$ cat config.mk
export PLATFORM = sky130hd
export DESIGN_NAME = fixed_block_pool_allocator_core
export DESIGN_NICKNAME = d
export VERILOG_FILES = /design/src/rtl/core/fbpa_pkg.sv /design/src/rtl/core/fbpa_ram.sv /design/src/rtl/core/fbpa_cfg.sv /design/src/rtl/core/fbpa_seq.sv /design/src/rtl/core/fixed_block_pool_allocator_core.sv
export VERILOG_INCLUDE_DIRS = /design/src /design/src/rtl/core
export SDC_FILE = /design/constraint.sdc
export NUM_CORES = 1
export LEC_CHECK = 0
export ABC_AREA = 1
export BUFFER_PORTS_ARGS = -buffer_cell sky130_fd_sc_hd__buf_2
export CAP_MARGIN = 20
export CORE_ASPECT_RATIO = 0.8
export CORE_MARGIN = 10
export CORE_UTILIZATION = 45
export DETAILED_ROUTE_END_ITERATION = 12
export PLACE_DENSITY_LB_ADDON = 0.08
export SYNTH_ARGS = -nofsm -noshare
export SYNTH_HDL_FRONTEND = slang
export SYNTH_SLANG_ARGS = --single-unit
export TNS_END_PERCENT = 30
$ cat constraint.sdc
create_clock -name clk -period 6.3 [get_ports clk]
set_input_delay 0.945 -clock clk [delete_from_list [all_inputs] [get_ports clk]]
set_output_delay 0.945 -clock clk [all_outputs]
set_load 0.02 [all_outputs]
$ cat src/rtl/core/fixed_block_pool_allocator_core_assert.svh
// assertion macros for the block pool allocator
`ifndef FIXED_BLOCK_POOL_ALLOCATOR_CORE_ASSERT_SVH
`define FIXED_BLOCK_POOL_ALLOCATOR_CORE_ASSERT_SVH

`ifndef ASSERT_OFF
`define FBPA_ASSERT(lbl, clk, rst_n, prop) \
    lbl: assert property (@(posedge clk) disable iff (!rst_n) prop) \
        else $error("fbpa assertion failed");
`define FBPA_ASSERT_IMPL(lbl, clk, rst_n, ante, cons) \
    lbl: assert property (@(posedge clk) disable iff (!rst_n) (ante) |-> (cons)) \
        else $error("fbpa implication failed");
`else
`define FBPA_ASSERT(lbl, clk, rst_n, prop)
`define FBPA_ASSERT_IMPL(lbl, clk, rst_n, ante, cons)
`endif

`endif

$ cat src/rtl/core/fbpa_pkg.sv
package fbpa_pkg;

    localparam int MAX_BLOCKS_DEF = 64;
    localparam int ADDR_W         = 32;
    localparam int COUNT_W        = 7;
    localparam int SIZE_W         = 16;
    localparam int ESIZE_W        = SIZE_W + 2;
    localparam int CFG_IDX_W      = 2;

    localparam logic [1:0] MODE_ALLOC  = 2'd0;
    localparam logic [1:0] MODE_FREE   = 2'd1;
    localparam logic [1:0] MODE_REINIT = 2'd2;

    localparam logic [1:0] ST_OK        = 2'd0;
    localparam logic [1:0] ST_NOT_READY = 2'd1;
    localparam logic [1:0] ST_FULL      = 2'd2;
    localparam logic [1:0] ST_UNKNOWN   = 2'd3;

    localparam logic [CFG_IDX_W-1:0] REG_ENABLE = 2'd0;
    localparam logic [CFG_IDX_W-1:0] REG_COUNT  = 2'd1;
    localparam logic [CFG_IDX_W-1:0] REG_SIZE   = 2'd2;
    localparam logic [CFG_IDX_W-1:0] REG_BASE   = 2'd3;

    typedef struct packed {
        logic [1:0]        mode;
        logic [ADDR_W-1:0] address;
    } in_item_t;

    typedef struct packed {
        logic [1:0]        status;
        logic [ADDR_W-1:0] block_address;
    } out_item_t;

    typedef struct packed {
        logic               ready;
        logic [ESIZE_W-1:0] esize;
        logic [ADDR_W-1:0]  base;
    } pool_cfg_t;

endpackage

$ cat src/rtl/core/fbpa_ram.sv
module fbpa_ram #(
    parameter int WIDTH = 1,
    parameter int DEPTH = 64,
    parameter int AW    = (DEPTH > 1) ? $clog2(DEPTH) : 1
) (
    input  logic             clk,
    input  logic             we,
    input  logic [AW-1:0]    waddr,
    input  logic [WIDTH-1:0] wdata,
    input  logic [AW-1:0]    raddr,
    output logic [WIDTH-1:0] rdata
);

    logic [WIDTH-1:0] mem [DEPTH];

    always_ff @(posedge clk)
    begin
        if (we)
        begin
            mem[waddr] <= wdata;
        end
        rdata <= mem[raddr];
    end

endmodule

$ cat src/rtl/core/fbpa_cfg.sv
module fbpa_cfg #(
    parameter int MAX_BLOCKS = fbpa_pkg::MAX_BLOCKS_DEF,
    parameter int CNT_W      = $clog2(MAX_BLOCKS + 1)
) (
    input  logic                               clk,
    input  logic                               rst_n,
    input  logic                               cfg_valid,
    output logic                               cfg_ready,
    input  logic [fbpa_pkg::CFG_IDX_W-1:0]     cfg_index,
    input  logic [fbpa_pkg::ADDR_W-1:0]        cfg_data,
    output fbpa_pkg::pool_cfg_t                cfg,
    output logic [CNT_W-1:0]                   active_n
);
    import fbpa_pkg::*;

    logic                enable_reg;
    logic [COUNT_W-1:0]  count_reg;
    logic [SIZE_W-1:0]   size_reg;
    logic [ADDR_W-1:0]   base_reg;
    logic [31:0]         count_clip;

    assign cfg_ready = 1'b1;

    always_ff @(posedge clk or negedge rst_n)
    begin
        if (!rst_n)
        begin
            enable_reg <= 1'b0;
            count_reg  <= '0;
            size_reg   <= '0;
            base_reg   <= '0;
        end
        else if (cfg_valid && cfg_ready)
        begin
            case (cfg_index)
                REG_ENABLE: enable_reg <= cfg_data[0];
                REG_COUNT:  count_reg  <= cfg_data[COUNT_W-1:0];
                REG_SIZE:   size_reg   <= cfg_data[SIZE_W-1:0];
                REG_BASE:   base_reg   <= cfg_data;
                default:    ;
            endcase
        end
    end

    // counts above the built pool size use the whole pool
    assign count_clip = ({{(32-COUNT_W){1'b0}}, count_reg} > 32'(MAX_BLOCKS))
                        ? 32'(MAX_BLOCKS) : {{(32-COUNT_W){1'b0}}, count_reg};
    assign active_n   = count_clip[CNT_W-1:0];

    assign cfg.ready = enable_reg && (count_reg != '0) && (size_reg != '0);
    assign cfg.esize = ({2'b00, size_reg} + ESIZE_W'(3)) & ~ESIZE_W'(3);
    assign cfg.base  = base_reg;

endmodule

$ cat src/rtl/core/fbpa_seq.sv
`include "fixed_block_pool_allocator_core_assert.svh"

module fbpa_seq #(
    parameter int MAX_BLOCKS = fbpa_pkg::MAX_BLOCKS_DEF,
    parameter int CNT_W      = $clog2(MAX_BLOCKS + 1),
    parameter int IDX_W      = (MAX_BLOCKS > 1) ? $clog2(MAX_BLOCKS) : 1
) (
    input  logic                  clk,
    input  logic                  rst_n,
    input  logic                  in_valid,
    output logic                  in_stall,
    input  fbpa_pkg::in_item_t    in_item,
    output logic                  out_valid,
    input  logic                  out_stall,
    output fbpa_pkg::out_item_t   out_item,
    input  fbpa_pkg::pool_cfg_t   cfg,
    input  logic [CNT_W-1:0]      active_n
);
    import fbpa_pkg::*;

    localparam logic [2:0] S_CLEAR = 3'd0;
    localparam logic [2:0] S_IDLE  = 3'd1;
    localparam logic [2:0] S_SCAN  = 3'd2;
    localparam logic [2:0] S_DONE  = 3'd3;

    localparam logic [IDX_W-1:0] LAST_IDX = IDX_W'(MAX_BLOCKS - 1);

    logic [2:0]        state_reg, state_next;
    logic [IDX_W-1:0]  clr_idx_reg, clr_idx_next;
    logic              reply_reg, reply_next;
    logic [1:0]        mode_reg, mode_next;
    logic [ADDR_W-1:0] addr_reg, addr_next;
    logic [CNT_W-1:0]  idx_reg, idx_next;
    logic [ADDR_W-1:0] run_addr_reg, run_addr_next;
    logic              chk_valid_reg, chk_valid_next;
    logic [IDX_W-1:0]  chk_idx_reg, chk_idx_next;
    logic [ADDR_W-1:0] chk_addr_reg, chk_addr_next;
    logic [1:0]        res_status_reg, res_status_next;
    logic [ADDR_W-1:0] res_addr_reg, res_addr_next;
    logic              out_valid_reg, out_valid_next;
    out_item_t         out_item_reg, out_item_next;

    logic              ram_we;
    logic [IDX_W-1:0]  ram_waddr;
    logic [0:0]        ram_wdata;
    logic [0:0]        ram_rdata;
    logic              hit;

    fbpa_ram #(
        .WIDTH (1),
        .DEPTH (MAX_BLOCKS),
        .AW    (IDX_W)
    ) u_flags (
        .clk   (clk),
        .we    (ram_we),
        .waddr (ram_waddr),
        .wdata (ram_wdata),
        .raddr (idx_reg[IDX_W-1:0]),
        .rdata (ram_rdata)
    );

    // flag read last cycle lines up with the address computed for it
    assign hit = chk_valid_reg && ((mode_reg == MODE_ALLOC) ? !ram_rdata[0]
                 : (ram_rdata[0] && (chk_addr_reg == addr_reg)));

    assign in_stall  = (state_reg != S_IDLE);
    assign out_valid = out_valid_reg;
    assign out_item  = out_item_reg;

    always_comb
    begin
        state_next      = state_reg;
        clr_idx_next    = clr_idx_reg;
        reply_next      = reply_reg;
        mode_next       = mode_reg;
        addr_next       = addr_reg;
        idx_next        = idx_reg;
        run_addr_next   = run_addr_reg;
        chk_valid_next  = chk_valid_reg;
        chk_idx_next    = chk_idx_reg;
        chk_addr_next   = chk_addr_reg;
        res_status_next = res_status_reg;
        res_addr_next   = res_addr_reg;
        out_valid_next  = out_valid_reg && out_stall;
        out_item_next   = out_item_reg;
        ram_we          = 1'b0;
        ram_waddr       = clr_idx_reg;
        ram_wdata       = 1'b0;

        case (state_reg)
            S_CLEAR:
            begin
                ram_we = 1'b1;
                if (clr_idx_reg == LAST_IDX)
                begin
                    clr_idx_next = '0;
                    state_next   = reply_reg ? S_DONE : S_IDLE;
                end
                else
                begin
                    clr_idx_next = clr_idx_reg + IDX_W'(1);
                end
            end
            S_IDLE:
            begin
                if (in_valid)
                begin
                    mode_next       = in_item.mode;
                    addr_next       = in_item.address;
                    res_status_next = ST_OK;
                    res_addr_next   = '0;
                    idx_next        = '0;
                    run_addr_next   = cfg.base;
                    chk_valid_next  = 1'b0;
                    if (!cfg.ready)
                    begin
                        res_status_next = ST_NOT_READY;
                        state_next      = S_DONE;
                    end
                    else
                    begin
                        case (in_item.mode)
                            MODE_ALLOC,
                            MODE_FREE:   state_next = S_SCAN;
                            MODE_REINIT:
                            begin
                                reply_next = 1'b1;
                                state_next = S_CLEAR;
                            end
                            default:     state_next = S_DONE;
                        endcase
                    end
                end
            end
            S_SCAN:
            begin
                chk_valid_next = 1'b0;
                if (idx_reg < active_n)
                begin
                    chk_valid_next = 1'b1;
                    chk_idx_next   = idx_reg[IDX_W-1:0];
                    chk_addr_next  = run_addr_reg;
                    run_addr_next  = run_addr_reg + ADDR_W'(cfg.esize);
                    idx_next       = idx_reg + CNT_W'(1);
                end
                if (hit)
                begin
                    ram_we          = 1'b1;
                    ram_waddr       = chk_idx_reg;
                    ram_wdata       = (mode_reg == MODE_ALLOC);
                    res_status_next = ST_OK;
                    res_addr_next   = (mode_reg == MODE_ALLOC) ? chk_addr_reg : '0;
                    state_next      = S_DONE;
                end
                else if (!chk_valid_reg && (idx_reg >= active_n))
                begin
                    res_status_next = (mode_reg == MODE_ALLOC) ? ST_FULL : ST_UNKNOWN;
                    state_next      = S_DONE;
                end
            end
            S_DONE:
            begin
                if (!out_valid_reg || !out_stall)
                begin
                    out_valid_next             = 1'b1;
                    out_item_next.status        = res_status_reg;
                    out_item_next.block_address = res_addr_reg;
                    reply_next                 = 1'b0;
                    state_next                 = S_IDLE;
                end
            end
            default:
            begin
                state_next = S_IDLE;
            end
        endcase
    end

    always_ff @(posedge clk or negedge rst_n)
    begin
        if (!rst_n)
        begin
            state_reg     <= S_CLEAR;
            clr_idx_reg   <= '0;
            reply_reg     <= 1'b0;
            idx_reg       <= '0;
            chk_valid_reg <= 1'b0;
            out_valid_reg <= 1'b0;
        end
        else
        begin
            state_reg     <= state_next;
            clr_idx_reg   <= clr_idx_next;
            reply_reg     <= reply_next;
            idx_reg       <= idx_next;
            chk_valid_reg <= chk_valid_next;
            out_valid_reg <= out_valid_next;
        end
    end

    always_ff @(posedge clk)
    begin
        mode_reg       <= mode_next;
        addr_reg       <= addr_next;
        run_addr_reg   <= run_addr_next;
        chk_idx_reg    <= chk_idx_next;
        chk_addr_reg   <= chk_addr_next;
        res_status_reg <= res_status_next;
        res_addr_reg   <= res_addr_next;
        out_item_reg   <= out_item_next;
    end

    `FBPA_ASSERT_IMPL(a_we_when_busy, clk, rst_n, ram_we,
                      (state_reg == S_SCAN) || (state_reg == S_CLEAR))
    `FBPA_ASSERT_IMPL(a_out_from_done, clk, rst_n, $rose(out_valid_reg),
                      $past(state_reg) == S_DONE)
    `FBPA_ASSERT_IMPL(a_addr_zero_on_fail, clk, rst_n,
                      out_valid_reg && (out_item_reg.status != ST_OK),
                      out_item_reg.block_address == '0)
    `FBPA_ASSERT_IMPL(a_scan_bound, clk, rst_n, state_reg == S_SCAN,
                      idx_reg <= active_n)

endmodule

$ cat src/rtl/core/fixed_block_pool_allocator_core.sv
// Fixed-size block pool allocator: one used flag per block, held in a 1-bit RAM and walked
// one entry per cycle through its single read port while one adder steps the block address
// by the rounded block size. An allocate or free scans up to the n active blocks and stops
// early when it finds its block; reinitialize, like the clearing pass after reset, sweeps
// all MAX_BLOCKS flags at one per cycle, and in_stall stays high during the clearing pass
// after reset. A request made while the pool is not ready, or an unused mode, goes straight
// to its result. The next item can be accepted in the cycle after its result is loaded,
// later while out_stall holds an earlier result in the output register. The user must write
// configuration only while the block is idle; the block itself does not enforce this.
module fixed_block_pool_allocator_core #(
    parameter int MAX_BLOCKS = fbpa_pkg::MAX_BLOCKS_DEF
) (
    input  logic                           clk,
    input  logic                           rst_n,
    input  logic                           in_valid,
    output logic                           in_stall,
    input  fbpa_pkg::in_item_t             in_item,
    output logic                           out_valid,
    input  logic                           out_stall,
    output fbpa_pkg::out_item_t            out_item,
    input  logic                           cfg_valid,
    output logic                           cfg_ready,
    input  logic [fbpa_pkg::CFG_IDX_W-1:0] cfg_index,
    input  logic [fbpa_pkg::ADDR_W-1:0]    cfg_data
);
    import fbpa_pkg::*;

    localparam int CNT_W = $clog2(MAX_BLOCKS + 1);
    localparam int IDX_W = (MAX_BLOCKS > 1) ? $clog2(MAX_BLOCKS) : 1;

    pool_cfg_t        cfg;
    logic [CNT_W-1:0] active_n;

    fbpa_cfg #(
        .MAX_BLOCKS (MAX_BLOCKS),
        .CNT_W      (CNT_W)
    ) u_cfg (
        .clk       (clk),
        .rst_n     (rst_n),
        .cfg_valid (cfg_valid),
        .cfg_ready (cfg_ready),
        .cfg_index (cfg_index),
        .cfg_data  (cfg_data),
        .cfg       (cfg),
        .active_n  (active_n)
    );

    fbpa_seq #(
        .MAX_BLOCKS (MAX_BLOCKS),
        .CNT_W      (CNT_W),
        .IDX_W      (IDX_W)
    ) u_seq (
        .clk       (clk),
        .rst_n     (rst_n),
        .in_valid  (in_valid),
        .in_stall  (in_stall),
        .in_item   (in_item),
        .out_valid (out_valid),
        .out_stall (out_stall),
        .out_item  (out_item),
        .cfg       (cfg),
        .active_n  (active_n)
    );

endmodule
Word-level counts from Yosys, hierarchy flattened
Memories as Yosys holds them, arrays and structs flattened. A register that Yosys moved wholly into a read port is not among the register bits.
Cells that the tools add are included.
{"block": "word_totals", "regBits": 247, "ram_bits": 64, "word_cells": 125, "mem_count": 1}
{"block": "classes", "n_addsub": 4, "order_cmp": 3, "eq_ne": 19, "n_mux": 46, "reduce_logical": 33}
{"name": "u_seq.u_flags.mem", "depth": 64, "word_bits": 1, "read_ports": 1, "rd_clocked_by_memory_dff": 1, "wr": 1, "line_no": "fbpa_ram.sv:14", "rtl": "logic [WIDTH-1:0] mem [DEPTH];"}
{"operator": "32-bit two-way mux", "n": 5}
{"operator": "32-bit one-hot mux with 2 select lines", "n": 2}
{"operator": "32-bit by 17-bit adder with 32-bit output", "n": 1}
{"operator": "32-bit equality test", "n": 1}
{"operator": "7-bit two-way mux", "n": 3}
{"operator": "3-bit two-way mux", "n": 6}
{"operator": "6-bit two-way mux", "n": 3}
{"operator": "16-bit by 2-bit adder with 17-bit output, second input constant", "n": 1}
{"operator": "1-bit two-way mux", "n": 16}
{"operator": "2-bit AND reduction", "n": 8}
{"operator": "16-bit nonzero test", "n": 1}
{"operator": "7-bit one-hot mux with 2 select lines", "n": 1}
{"operator": "2-bit by 1-bit != test with 1-bit output, second input constant", "n": 6}
{"operator": "3-bit one-hot mux with 4 select lines", "n": 1}
{"operator": "3-bit AND reduction", "n": 3}
{"operator": "2-bit two-way mux", "n": 4}
{"operator": "2-bit one-hot mux with 2 select lines", "n": 2}
{"operator": "7-bit by 1-bit adder with 7-bit output, second input constant", "n": 1}
{"operator": "7-bit >= comparator", "n": 1}
{"operator": "7-bit > comparator, second input constant", "n": 1}
{"operator": "7-bit less-than comparator", "n": 1}
{"operator": "7-bit nonzero test", "n": 1}
{"operator": "6-bit by 1-bit adder with 6-bit output, second input constant", "n": 1}
{"operator": "2-bit equality test, second input constant", "n": 3}
{"operator": "other kinds (16)", "n": 32}

Depth between registers and ports, before layout
Gate-level depths: netlist of the first run.
{"block": "logic_depth", "word_depth": 8, "ltp_mapped": 25, "ltp_nobuf": 25}

By module
From an unflattened synthesis of the first run, not the netlist that was laid out.
{"block": "unflattened", "cells_unflattened": 1511, "hier_area_um2": 14692.8}
{"module": "fbpa_seq", "instances": 1, "cells_each": 842, "area_per_inst_um2": 8941.1, "seq_area_each_um2": 5615.4}
{"module": "fbpa_ram", "instances": 1, "cells_each": 314, "area_per_inst_um2": 3045.4, "seq_area_each_um2": 1941.9}
{"module": "fbpa_cfg", "instances": 1, "cells_each": 355, "area_per_inst_um2": 2706.3, "seq_area_each_um2": 1401.3}

Worst setup path before layout of the first run
Ideal clock, no wire load.
{"block": "synth_path", "kind": "register to register", "from": "register u_seq.state_reg[0]", "to": "memory u_seq.u_flags.mem[0] (data pin)", "t_arrival_ns": 4.692, "path_slack_ns": 0.743, "path_stages_with_launch": 6, "path_buffers": 1, "cell_sequence": "dfrtp_1 > inv_1 > ha_1 > clkbuf_1 > clkinv_1 > nor4_1"}
{"block": "synth_via", "elab_chain_cells": 2}
{"item": "from (decl)", "line_no": "fbpa_seq.sv:28", "rtl": "logic [2:0] state_reg, state_next;"}
{"item": "from (signal assigned)", "line_no": "fbpa_seq.sv:192", "rtl": "state_reg <= state_next;"}
{"item": "3-bit by 2-bit equality test with 1-bit output", "line_no": "fbpa_seq.sv:90", "rtl": "case (state_reg)"}
{"item": "1-bit two-way mux", "line_no": "fbpa_seq.sv:90"}
{"item": "via u_seq.ram_wdata", "line_no": "fbpa_seq.sv:45", "rtl": "logic [0:0] ram_wdata;"}
{"item": "to (decl)", "line_no": "fbpa_ram.sv:14"}
The timed path passes the listed nets, and every way through them passes these cells.

Final worst setup path of the first run
{"block": "layout_path", "from": "register u_cfg.size_reg[2]", "to": "register u_seq.run_addr_reg[31] (data pin)"}
{"block": "layout_via", "elab_chain_cells": 4}
{"item": "from (decl)", "line_no": "fbpa_cfg.sv:18", "rtl": "logic [SIZE_W-1:0] size_reg;"}
{"item": "from (signal assigned)", "line_no": "fbpa_cfg.sv:38", "rtl": "REG_SIZE: size_reg <= cfg_data[SIZE_W-1:0];"}
{"item": "16-bit by 2-bit adder with 17-bit output", "line_no": "fbpa_cfg.sv:51", "rtl": "assign cfg.esize = ({2'b00, size_reg} + ESIZE_W'(3)) & ~ESIZE_W'(3);"}
{"item": "32-bit by 17-bit adder with 32-bit output", "line_no": "fbpa_seq.sv:143", "rtl": "run_addr_next = run_addr_reg + ADDR_W'(cfg.esize);"}
{"item": "32-bit two-way mux", "line_no": "fbpa_seq.sv:138", "rtl": "if (idx_reg < active_n)"}
{"item": "32-bit one-hot mux with 2 select lines", "line_no": "fbpa_seq.sv:90"}
{"item": "via u_seq.run_addr_next[31]", "line_no": "fbpa_seq.sv:34", "rtl": "logic [ADDR_W-1:0] run_addr_reg, run_addr_next;"}
{"item": "to (signal assigned)", "line_no": "fbpa_seq.sv:205", "rtl": "run_addr_reg <= run_addr_next;"}
{"item": "to (decl)", "line_no": "fbpa_seq.sv:34"}
The timed path passes the listed nets, and every way through them passes these cells. The select of a mux whose other input is x is not followed.
A chain may end at the register's enable or synchronous reset.

==> impl_metrics.tcl, run 1 <==
set metrics [dict create \
    run_status "finished clean" \
    cts_hold_buffers 0 \
    grt.overflow.total 0 \
    io_pins 110 \
    postSynthAreaPerCell_um2 10.5 \
    register_area_um2 8960 \
    netlist-cell-type-count 42 \
    cap_violations 0 \
    top_signal_layer_used "met4" \
    worst_setup_path_startpoint "u_cfg.size_reg[2]" \
    mostFrequentLayoutCells "sky130_fd_sc_hd__edfxtp_1 (236), sky130_fd_sc_hd__nand2_1 (235), sky130_fd_sc_hd__nor2_1 (189), sky130_fd_sc_hd__inv_1 (159), sky130_fd_sc_hd__o21ai_0 (111)" \
    final.period_utilization_pct 60.8 \
    clock-root-buffer "sky130_fd_sc_hd__clkbuf_16" \
    maxClockFrequency_mhz 261 \
    worst_ir_drop_vdd_mv 0.205 \
    clk_path_buf_depth 3 \
    timing_worst_slew_pin_value_ns 1.03 \
    clock_sinks 311 \
    fp-row-count 57 \
    clkTransAtPathRegs_ns 0.06 \
    layout-drive-gt1-share_pct 14.1 \
    maxSlewViolCount 0 \
    synthesis.nets 1445 \
    htreeDepth 1 \
    route.antenna.remaining_nets 0 \
    critPathMaxFanout 4 \
    placement.io_buffers 108 \
    detailed_place_hpwl_mm 24.2 \
    grt_start_max_net_pins 75 \
    routed-via-count 9693 \
    design.core.area_um2 30600 \
    met2_wirelength_mm 14.0 \
    synth-seq-area-share_pct 63.6 \
    totalWireLength_mm 33.6 \
    hold_startpoint "u_seq.res_addr_reg[25]" \
    finClkSkew_ns 0.0154 \
    timing.slew.headroom_pct 31.6 \
    finalPower_w 0.00447 \
    area_growth_pct 15.0 \
    met3WireLength_mm 2.09 \
    post_cts.repair.setup_buffers 0 \
    wire_per_inst_um 17.7 \
    cp-end-kind "flop" \
    grt_setup_unrepaired "false" \
    final-hold-violation-count 0 \
    worst_setup_path_start_kind "flop" \
    first_iter_violations 739 \
    grt_util_all_layers_pct 17.3 \
    die_footprint_um2 38800 \
    via_per_instance_ratio 5.10 \
    tns_ns 0 \
    cts_tree "yes" \
    antenna_cells 0 \
    num-fill-cells 2753 \
    later_pin_clock_latency_in_the_skew_report_ns 0.57 \
    worstHoldPathType "flop to flop" \
    r2r_start "u_cfg.size_reg[2]" \
    period_minus_slack_ns 3.83 \
    placed_cells 1838 \
    global_placement_routability_congestion 0.901 \
    grt_pass1_wl_mm 53.5 \
    first_pass_iters 5 \
    count_of_instances_resized_after_the_clock_tree_is_built 0 \
    met1Wirelength_mm 17.0 \
    yosys_register_bits 311 \
    critical_path_required_ns 6.59 \
    grt_antenna_before_repair 0 \
    dieHeight_um 178 \
    num-nets-final 1564 \
    ys.warnings.count 0 \
    setup.worst_path.class "flop to flop" \
    largest_register_ffs 64 \
    synthesis.instances 1343 \
    static-leakage-power_nw 6.42 \
    multiInputGateArea_um2 4430 \
    timing.final.setup_violations 0 \
    instances_no_fill 1900 \
    initial_core_util_pct 46.0 \
    mappedNetlistArea_um2 14100 \
    cts_made_buffers 31 \
    most_common_library_cell_in_the_layout_ignoring_fill_and_taps "sky130_fd_sc_hd__edfxtp_1" \
    power_density_nw_per_um2 276 \
    drc_errors 0 \
    first_global_vias 9503 \
    fp.dieW_um 218 \
    critical_path_arrival_ns 4.12 \
]
-- logic make-up after synthesis --
logic type	synth area share [%]
compound gates	7.80
fa+ha+maj	2.63
xor+xnor	2.67
simple gates	16.8
other cells	0.0266
buf+inv	5.25
mux	1.28
flops	63.6
-- layout make-up --
class / count / area share [%]
Multi-Input combinational cell: 838 / 27.4
Timing Repair Buffer: 119 / 4.23
Clock buffer: 44 / 5.27
Clock inverter: 14 / 0.919
Sequential cell: 311 / 55.3
Tap cell: 413 / 3.19
Inverter: 161 / 3.73
-- Yosys cell counts (all sizes together) --
cell type,count,area share (%)
nand2,242,6.6
edfxtp,236,50
nor2,196,5.3
inv,159,4.2
o21ai,116,4.3
dfrtp,74,13
nand3,54,2.0
clkbuf,31,0.83
a21oi,30,1.1
nand4,29,1.5
ha,28,2.5
xor2,27,1.7
nor3,17,0.64
mux2,16,1.3
o22ai,16,0.71
xnor2,16,0.99
a31oi,14,0.62
nor4,8,0.36
o221ai,8,0.50
or2,5,0.22
nand3b,3,0.16
o21bai,3,0.16
a21o,2,0.11
buf,2,0.13
clkinv,2,0.053
o211ai,2,0.11
o21a,2,0.11
a211o,1,0.062
a21boi,1,0.053
conb,1,0.027
dfxtp,1,0.14
fa,1,0.14
-- report_power, final --
part           switching [W]  internal [W]  total, W
combinational       0.000200      0.000135  0.000335
sequential         0.0000518       0.00226   0.00231
clock               0.000763       0.00106   0.00183
total                0.00101       0.00346   0.00447
-- metal layers --
layer  GRT usage (%)  up-vias
met5               0        -
met4            3.23        0
met3            3.11       37
met2            25.5      252
met1            26.2     4588
li1                -     4816
-- worst max-delay path: stages (launching register included) --
cell,delay (ns)
sky130_fd_sc_hd__dfrtp_1,0.37
sky130_fd_sc_hd__o21a_1,0.19
sky130_fd_sc_hd__nand2_1,0.08
sky130_fd_sc_hd__nor2_1,0.13
sky130_fd_sc_hd__inv_1,0.09
sky130_fd_sc_hd__nor2_1,0.15
sky130_fd_sc_hd__inv_1,0.10
sky130_fd_sc_hd__nor2_2,0.12
sky130_fd_sc_hd__nand2_1,0.12
sky130_fd_sc_hd__nor3_2,0.31
sky130_fd_sc_hd__nand3_1,0.17
sky130_fd_sc_hd__xor2_1,0.18
sky130_fd_sc_hd__ha_1,0.35
sky130_fd_sc_hd__nand2_1,0.12
sky130_fd_sc_hd__nor2_1,0.10
sky130_fd_sc_hd__inv_1,0.06
sky130_fd_sc_hd__nor4_1,0.25
sky130_fd_sc_hd__nand3_1,0.12
sky130_fd_sc_hd__nand3_1,0.16
sky130_fd_sc_hd__nand4_1,0.12
sky130_fd_sc_hd__xor2_1,0.15
sky130_fd_sc_hd__o21ai_0,0.10
-- worst paths after layout --
| path | end | slack, ns | cells after the start |
|---|---|---|---|
| worst min register to register | u_seq.out_item[25] | 0.42 | 0 |
| worst min-delay path | u_seq.out_item[25] | 0.42 | 0 |
| worst max register to register | u_seq.run_addr_reg[31] | 2.47 | 21 |
| min in group asynchronous | u_cfg.base_reg[13] | 0.53 | 1 |
| max in group asynchronous | u_cfg.base_reg[24] | 5.14 | 1 |
| worst max-delay path | u_seq.run_addr_reg[31] | 2.47 | 21 |
-- metrics by stage --
step | util, % | hold slack (ns) | instance area (um^2) | setup slack (ns)
2_1_floorplan | - | 0.400 | 14100 | 0.743
3_3_place_gp | 49.4 | 0.401 | 15100 | 2.67
3_5_place_dp | 49.4 | 0.405 | 15100 | 2.52
4_1_cts | 52.7 | 0.419 | 16100 | 2.50
5_1_grt | 53.0 | 0.424 | 16200 | 2.05
6_report | 53.0 | 0.416 | 16200 | 2.47
Power figures use the tool's default switching activity.
==> run 2: changes to the inputs <==
- clock period: 6.3 -> 3.7 ns (I/O delays scaled with it)
==> run 2 against run 1 <==
Compared with the run above: global-route usage shrank 0.097 points; clock power increased by 67%; power is 70% higher; die area did not move; first-iteration DRC count up 4.1%; via count up 0.59%; register-to-register slack worse by 2.3 ns; sequential share of layout area down 0.57 points; flip-flop and latch count unchanged; fmax rose by 9.7%; highest routed layer unchanged.
==> impl_metrics.tcl, run 2 (same netlist as run 1, synthesis figures left out) <==
set metrics [dict create \
    fp-row-count 57 \
    totalWireLength_mm 33.8 \
    register_area_um2 8960 \
    worst_ir_drop_vdd_mv 0.383 \
    static-leakage-power_nw 6.48 \
    timing.slew.headroom_pct 34.4 \
    instances_no_fill 1910 \
    clock_sinks 311 \
    setup.worst_path.class "flop to flop" \
    design.core.area_um2 30600 \
    first_iter_violations 769 \
    detailed_place_hpwl_mm 24.3 \
    r2r_start "u_cfg.size_reg[2]" \
    htreeDepth 1 \
    route.antenna.remaining_nets 0 \
    num-nets-final 1574 \
    cap_violations 0 \
    grt_pass1_wl_mm 52.8 \
    die_footprint_um2 38800 \
    grt_antenna_before_repair 0 \
    layout-drive-gt1-share_pct 16.5 \
    fin_ws_ns 0.212 \
    setup.reg_to_reg.worst_slack_ns 0.21 \
    clkTransAtPathRegs_ns 0.06 \
    via_per_instance_ratio 5.10 \
    timing_worst_slew_pin_value_ns 0.981 \
    global_placement_routability_congestion 0.905 \
    most_common_library_cell_in_the_layout_ignoring_fill_and_taps "sky130_fd_sc_hd__edfxtp_1" \
    critical_path_required_ns 4.03 \
    run_status "finished clean" \
    critPathMaxFanout 5 \
    cts_made_buffers 31 \
    io_pins 110 \
    grt.overflow.total 0 \
    finClkSkew_ns 0.00953 \
    power_density_nw_per_um2 464 \
    largest_register_ffs 64 \
    first_pass_iters 5 \
    dpl_worst_slack_ns 0.00964 \
    rr_worst_depth 25 \
    fin_hold_ws_ns 0.141 \
    first_global_vias 9324 \
    wire_per_inst_um 17.7 \
    area_growth_pct 16.2 \
    antenna_cells 0 \
    initial_core_util_pct 46.0 \
    multiInputGateArea_um2 4570 \
    grt_start_max_net_pins 75 \
    finalPower_w 0.00759 \
    later_pin_clock_latency_in_the_skew_report_ns 0.58 \
    placed_cells 1845 \
    dieHeight_um 178 \
    timing.final.setup_violations 0 \
    final-hold-violation-count 0 \
    worstHoldPathType "input port to asynchronous set/reset pin" \
    fp.dieW_um 218 \
    critical_path_arrival_ns 3.82 \
    drc_errors 0 \
    cts_tree "yes" \
    final.period_utilization_pct 94.3 \
    maxClockFrequency_mhz 287 \
    tns_ns 0 \
    cp-end-kind "flop" \
    period_minus_slack_ns 3.49 \
    routed-via-count 9750 \
    mostFrequentLayoutCells "sky130_fd_sc_hd__edfxtp_1 (236), sky130_fd_sc_hd__nand2_1 (230), sky130_fd_sc_hd__nor2_1 (184), sky130_fd_sc_hd__inv_1 (158), sky130_fd_sc_hd__o21ai_0 (109)" \
    clk_path_buf_depth 3 \
    maxSlewViolCount 0 \
    placement.io_buffers 108 \
    clock-root-buffer "sky130_fd_sc_hd__clkbuf_16" \
    rr_endpoint "u_seq.run_addr_reg[28]" \
    worst_setup_path_start_kind "flop" \
    grt_util_all_layers_pct 17.2 \
    num-fill-cells 2733 \
]
[run 2: worst max path at each step]
stage                            start                      to  slack (ns)  cells past startpoint
finish               u_cfg.size_reg[2]  u_seq.run_addr_reg[28]        0.21                     25
global route         u_cfg.size_reg[2]  u_seq.run_addr_reg[28]       -0.02                     25
floorplan           u_cfg.count_reg[0]        u_seq.idx_reg[2]        0.08                     12
detailed placement   u_cfg.size_reg[2]  u_seq.run_addr_reg[31]        0.01                     21
global placement     u_cfg.size_reg[0]  u_seq.run_addr_reg[31]        0.09                     21
CTS                  u_cfg.size_reg[2]  u_seq.run_addr_reg[31]        0.01                     21
[run 2: per-stage QoR]
step           area (um^2)  utilization (%)
2_1_floorplan        14100                -
3_3_place_gp         15200             49.6
3_5_place_dp         15200             49.6
4_1_cts              16200             52.9
5_1_grt              16400             53.5
6_report             16400             53.5
[run 2: final cells by class]
class / instances / share of cell area, %
flip-flops and latches: 311 / 54.7
multi-input cells: 838 / 27.9
clock buffers: 47 / 5.47
repair buffers: 129 / 4.48
inverters: 161 / 3.69
well taps: 413 / 3.16
clock inverters: 11 / 0.581
[run 2: metal layers]
metal | GRT usage, % | vias to the layer above | share of wire [%]
met4 | 4.01 | 0 | 2.1
li1 | - | 4837 | -
met2 | 24.4 | 260 | 41
met1 | 26.3 | 4614 | 50
met5 | 0 | - | 0
met3 | 3.45 | 39 | 6.8
[run 2: report_power, final]
| part | switching, W | leakage [nW] | internal [W] |
|---|---|---|---|
| combinational | 0.000368 | 3.08 | 0.000249 |
| sequential | 0.0000809 | 2.92 | 0.00385 |
| clock | 0.00131 | 0.488 | 0.00174 |
| total | 0.00176 | 6.48 | 0.00584 |
[run 2: worst max-delay path: stages (launching register included)]
cell and delay (ns):
sky130_fd_sc_hd__dfrtp_1 0.37, sky130_fd_sc_hd__o21a_1 0.19, sky130_fd_sc_hd__nand2_1 0.09, sky130_fd_sc_hd__nor2_2 0.10, sky130_fd_sc_hd__inv_1 0.07, sky130_fd_sc_hd__nor2_2 0.14
sky130_fd_sc_hd__inv_2 0.08, sky130_fd_sc_hd__nor2_4 0.12, sky130_fd_sc_hd__nand2_2 0.09, sky130_fd_sc_hd__nor3_4 0.29, sky130_fd_sc_hd__inv_1 0.07, sky130_fd_sc_hd__nand2_1 0.06
sky130_fd_sc_hd__inv_1 0.04, sky130_fd_sc_hd__ha_2 0.37, sky130_fd_sc_hd__nand2_1 0.10, sky130_fd_sc_hd__nor2_2 0.14, sky130_fd_sc_hd__nand3_1 0.08, sky130_fd_sc_hd__nand3_1 0.13
sky130_fd_sc_hd__nand2_1 0.07, sky130_fd_sc_hd__nand2_1 0.13, sky130_fd_sc_hd__nand2_1 0.10, sky130_fd_sc_hd__nand2_2 0.10, sky130_fd_sc_hd__nand2_1 0.07, sky130_fd_sc_hd__xnor2_1 0.12
sky130_fd_sc_hd__nand2_1 0.06, sky130_fd_sc_hd__nand2_1 0.05
[run 2: repair_timing]
action	4_1_cts	5_1_grt
resized for setup	0	32
hold buffers	0	0
endpoints found under the setup margin	0	17
setup buffers	0	6
==> run 3: changes to the inputs <==
==> constraint.sdc (replaced) <==
create_clock -name clk -period 3.7 [get_ports clk]
set_input_delay 0.37 -clock clk [delete_from_list [all_inputs] [get_ports clk]]
set_output_delay 0.37 -clock clk [all_outputs]
set_load 0.02 [all_outputs]
==> run 3 against run 2 <==
Compared with the run above: cell count increased by 2.1%; worst setup slack got worse by 0.059 ns; combinational power increased by 6.2%; first-iteration DRC count increased by 9.0%; sequential share of layout area decreased by 1.4 points; die area unchanged; global-route usage increased by 0.49 points; routed wire length increased by 2.1%; fmax decreased by 1.7%; critical path type unchanged; critical endpoint is now u_seq.run_addr_reg[31].
==> impl_metrics.tcl, run 3 (same netlist as run 1, synthesis figures left out) <==
set metrics [dict create \
    run_status "finished clean" \
    period_minus_slack_ns 3.55 \
    dpl_worst_slack_ns 0.0338 \
    die_footprint_um2 38800 \
    static-leakage-power_nw 6.66 \
    global_placement_routability_congestion 0.908 \
    first_pass_iters 5 \
    routed-via-count 9810 \
    grt.overflow.total 0 \
    worst_setup_path_start_kind "flop" \
    finalInstanceArea_um2 16800 \
    rr_endpoint "u_seq.run_addr_reg[31]" \
    finalPower_w 0.00767 \
    maxSlewViolCount 0 \
    maxClockFrequency_mhz 282 \
    critical_path_required_ns 4.02 \
    fp-row-count 57 \
    timing.final.setup_violations 0 \
    grt_antenna_before_repair 0 \
    dieHeight_um 178 \
    design.core.area_um2 30600 \
    mostFrequentLayoutCells "sky130_fd_sc_hd__edfxtp_1 (236), sky130_fd_sc_hd__nand2_1 (229), sky130_fd_sc_hd__nor2_1 (184), sky130_fd_sc_hd__inv_1 (158), sky130_fd_sc_hd__o21ai_0 (109)" \
    power_density_nw_per_um2 456 \
    fp.dieW_um 218 \
    grt_util_all_layers_pct 17.7 \
    cts_made_buffers 31 \
    worst_ir_drop_vdd_mv 0.356 \
    worst_setup_path_endpoint "u_seq.run_addr_reg[31]" \
    initial_core_util_pct 46.0 \
    final.period_utilization_pct 95.9 \
    fin_util_pct 54.9 \
    setup.reg_to_reg.worst_slack_ns 0.15 \
    layout-drive-gt1-share_pct 15.7 \
    placement.io_buffers 108 \
    detailed_place.area_um2 15200 \
    cts_tree "yes" \
    clock_sinks 311 \
    route.antenna.remaining_nets 0 \
    grt_start_max_net_pins 75 \
    largest_register_ffs 64 \
    clkTransAtPathRegs_ns 0.06 \
    htreeDepth 1 \
    cap_violations 0 \
    fin_ws_ns 0.153 \
    grt_pass1_wl_mm 54.5 \
    r2r_start "u_cfg.size_reg[2]" \
    via_per_instance_ratio 5.03 \
    worstHoldPathType "input port to flop" \
    most_common_library_cell_in_the_layout_ignoring_fill_and_taps "sky130_fd_sc_hd__edfxtp_1" \
    critPathMaxFanout 4 \
    timing_worst_slew_pin_value_ns 0.988 \
    final-hold-violation-count 0 \
    drc_errors 0 \
    first_global_vias 9546 \
    critical_path_arrival_ns 3.86 \
    wire_per_inst_um 17.7 \
    finClkSkew_ns 0.0134 \
    timing.slew.headroom_pct 33.9 \
    area_growth_pct 19.3 \
    setup.worst_path.class "flop to flop" \
    totalWireLength_mm 34.5 \
    first_iter_violations 838 \
    antenna_cells 0 \
    clk_path_buf_depth 3 \
    rr_worst_depth 20 \
    clock-root-buffer "sky130_fd_sc_hd__clkbuf_16" \
    io_pins 110 \
    hold_startpoint "cfg_data[16]" \
    detailed_place_hpwl_mm 24.4 \
    later_pin_clock_latency_in_the_skew_report_ns 0.58 \
    cp-end-kind "flop" \
    worst_setup_path_startpoint "u_cfg.size_reg[2]" \
    num-nets-final 1616 \
]
==> run 3: worst min-delay path by stage <==
stage / endpoint / slack, ns / depth (start not counted)
finish: u_cfg.base_reg[16] / 0.03 / 2
global route: u_cfg.base_reg[17] / 0.01 / 2
CTS: u_cfg.base_reg[22] / 0.001 / 2
detailed placement: u_seq.chk_addr_reg[1] / 0.40 / 0
global placement: u_seq.out_item[24] / 0.40 / 0
floorplan: u_cfg.base_reg[0] / 0.07 / 0
==> run 3: layout make-up <==
type                       count  area (um^2)
clock inverter                16          164
fill                        2690        13800
sequential                   311         8960
tap                          413          517
clock buffer                  41          823
timing repair buffer         171         1160
multi-input combinational    838         4580
inverter                     161          604
==> run 3: stage by stage <==
| stage | setup TNS, ns | std cells | hold slack (ns) |
|---|---|---|---|
| 2_1_floorplan | 0 | 1343 | 0.0744 |
| 5_1_grt | -0.243 | 1951 | 0.00959 |
| 3_3_place_gp | 0 | 1844 | 0.402 |
| 6_report | 0 | 1951 | 0.0309 |
| 3_5_place_dp | 0 | 1844 | 0.405 |
| 4_1_cts | 0 | 1945 | 0.00119 |
==> run 3: repair_timing <==
item,4_1_cts,5_1_grt
endpoints found under the setup margin,0,37
hold endpoints to repair,114,0
buffers inserted,0,5
hold buffers,44,0
resized for setup,0,34
==> run 3: report_power, final <==
group / total [W] / internal (W) / switching (W)
clock network: 0.00309 / 0.00177 / 0.00131
registers: 0.00393 / 0.00385 / 0.0000842
logic: 0.000655 / 0.000278 / 0.000377
total: 0.00767 / 0.00590 / 0.00178
==> run 3: per-layer routing <==
layer / track usage, % / share of wire (%)
met2: 24.8 / 41
met5: 0 / 0
met3: 3.03 / 5.7
met4: 4.13 / 2.2
met1: 27.6 / 51
==> run 3: worst max-delay path: stages, from the launching register on <==
cell and delay (ns):
sky130_fd_sc_hd__dfrtp_1 0.38, sky130_fd_sc_hd__o21a_1 0.18, sky130_fd_sc_hd__nand2_1 0.09, sky130_fd_sc_hd__nor2_2 0.10, sky130_fd_sc_hd__inv_1 0.07, sky130_fd_sc_hd__nor2_2 0.15, sky130_fd_sc_hd__inv_2 0.08, sky130_fd_sc_hd__nor2_4 0.12
sky130_fd_sc_hd__nand2_2 0.09, sky130_fd_sc_hd__nor3_4 0.31, sky130_fd_sc_hd__nand2_1 0.10, sky130_fd_sc_hd__xnor2_1 0.14, sky130_fd_sc_hd__ha_1 0.38, sky130_fd_sc_hd__a21oi_1 0.22, sky130_fd_sc_hd__o21ai_0 0.11, sky130_fd_sc_hd__o21bai_2 0.21
sky130_fd_sc_hd__nand2_1 0.09, sky130_fd_sc_hd__nand3_2 0.12, sky130_fd_sc_hd__nand4_1 0.11, sky130_fd_sc_hd__xor2_1 0.15, sky130_fd_sc_hd__o21ai_0 0.08
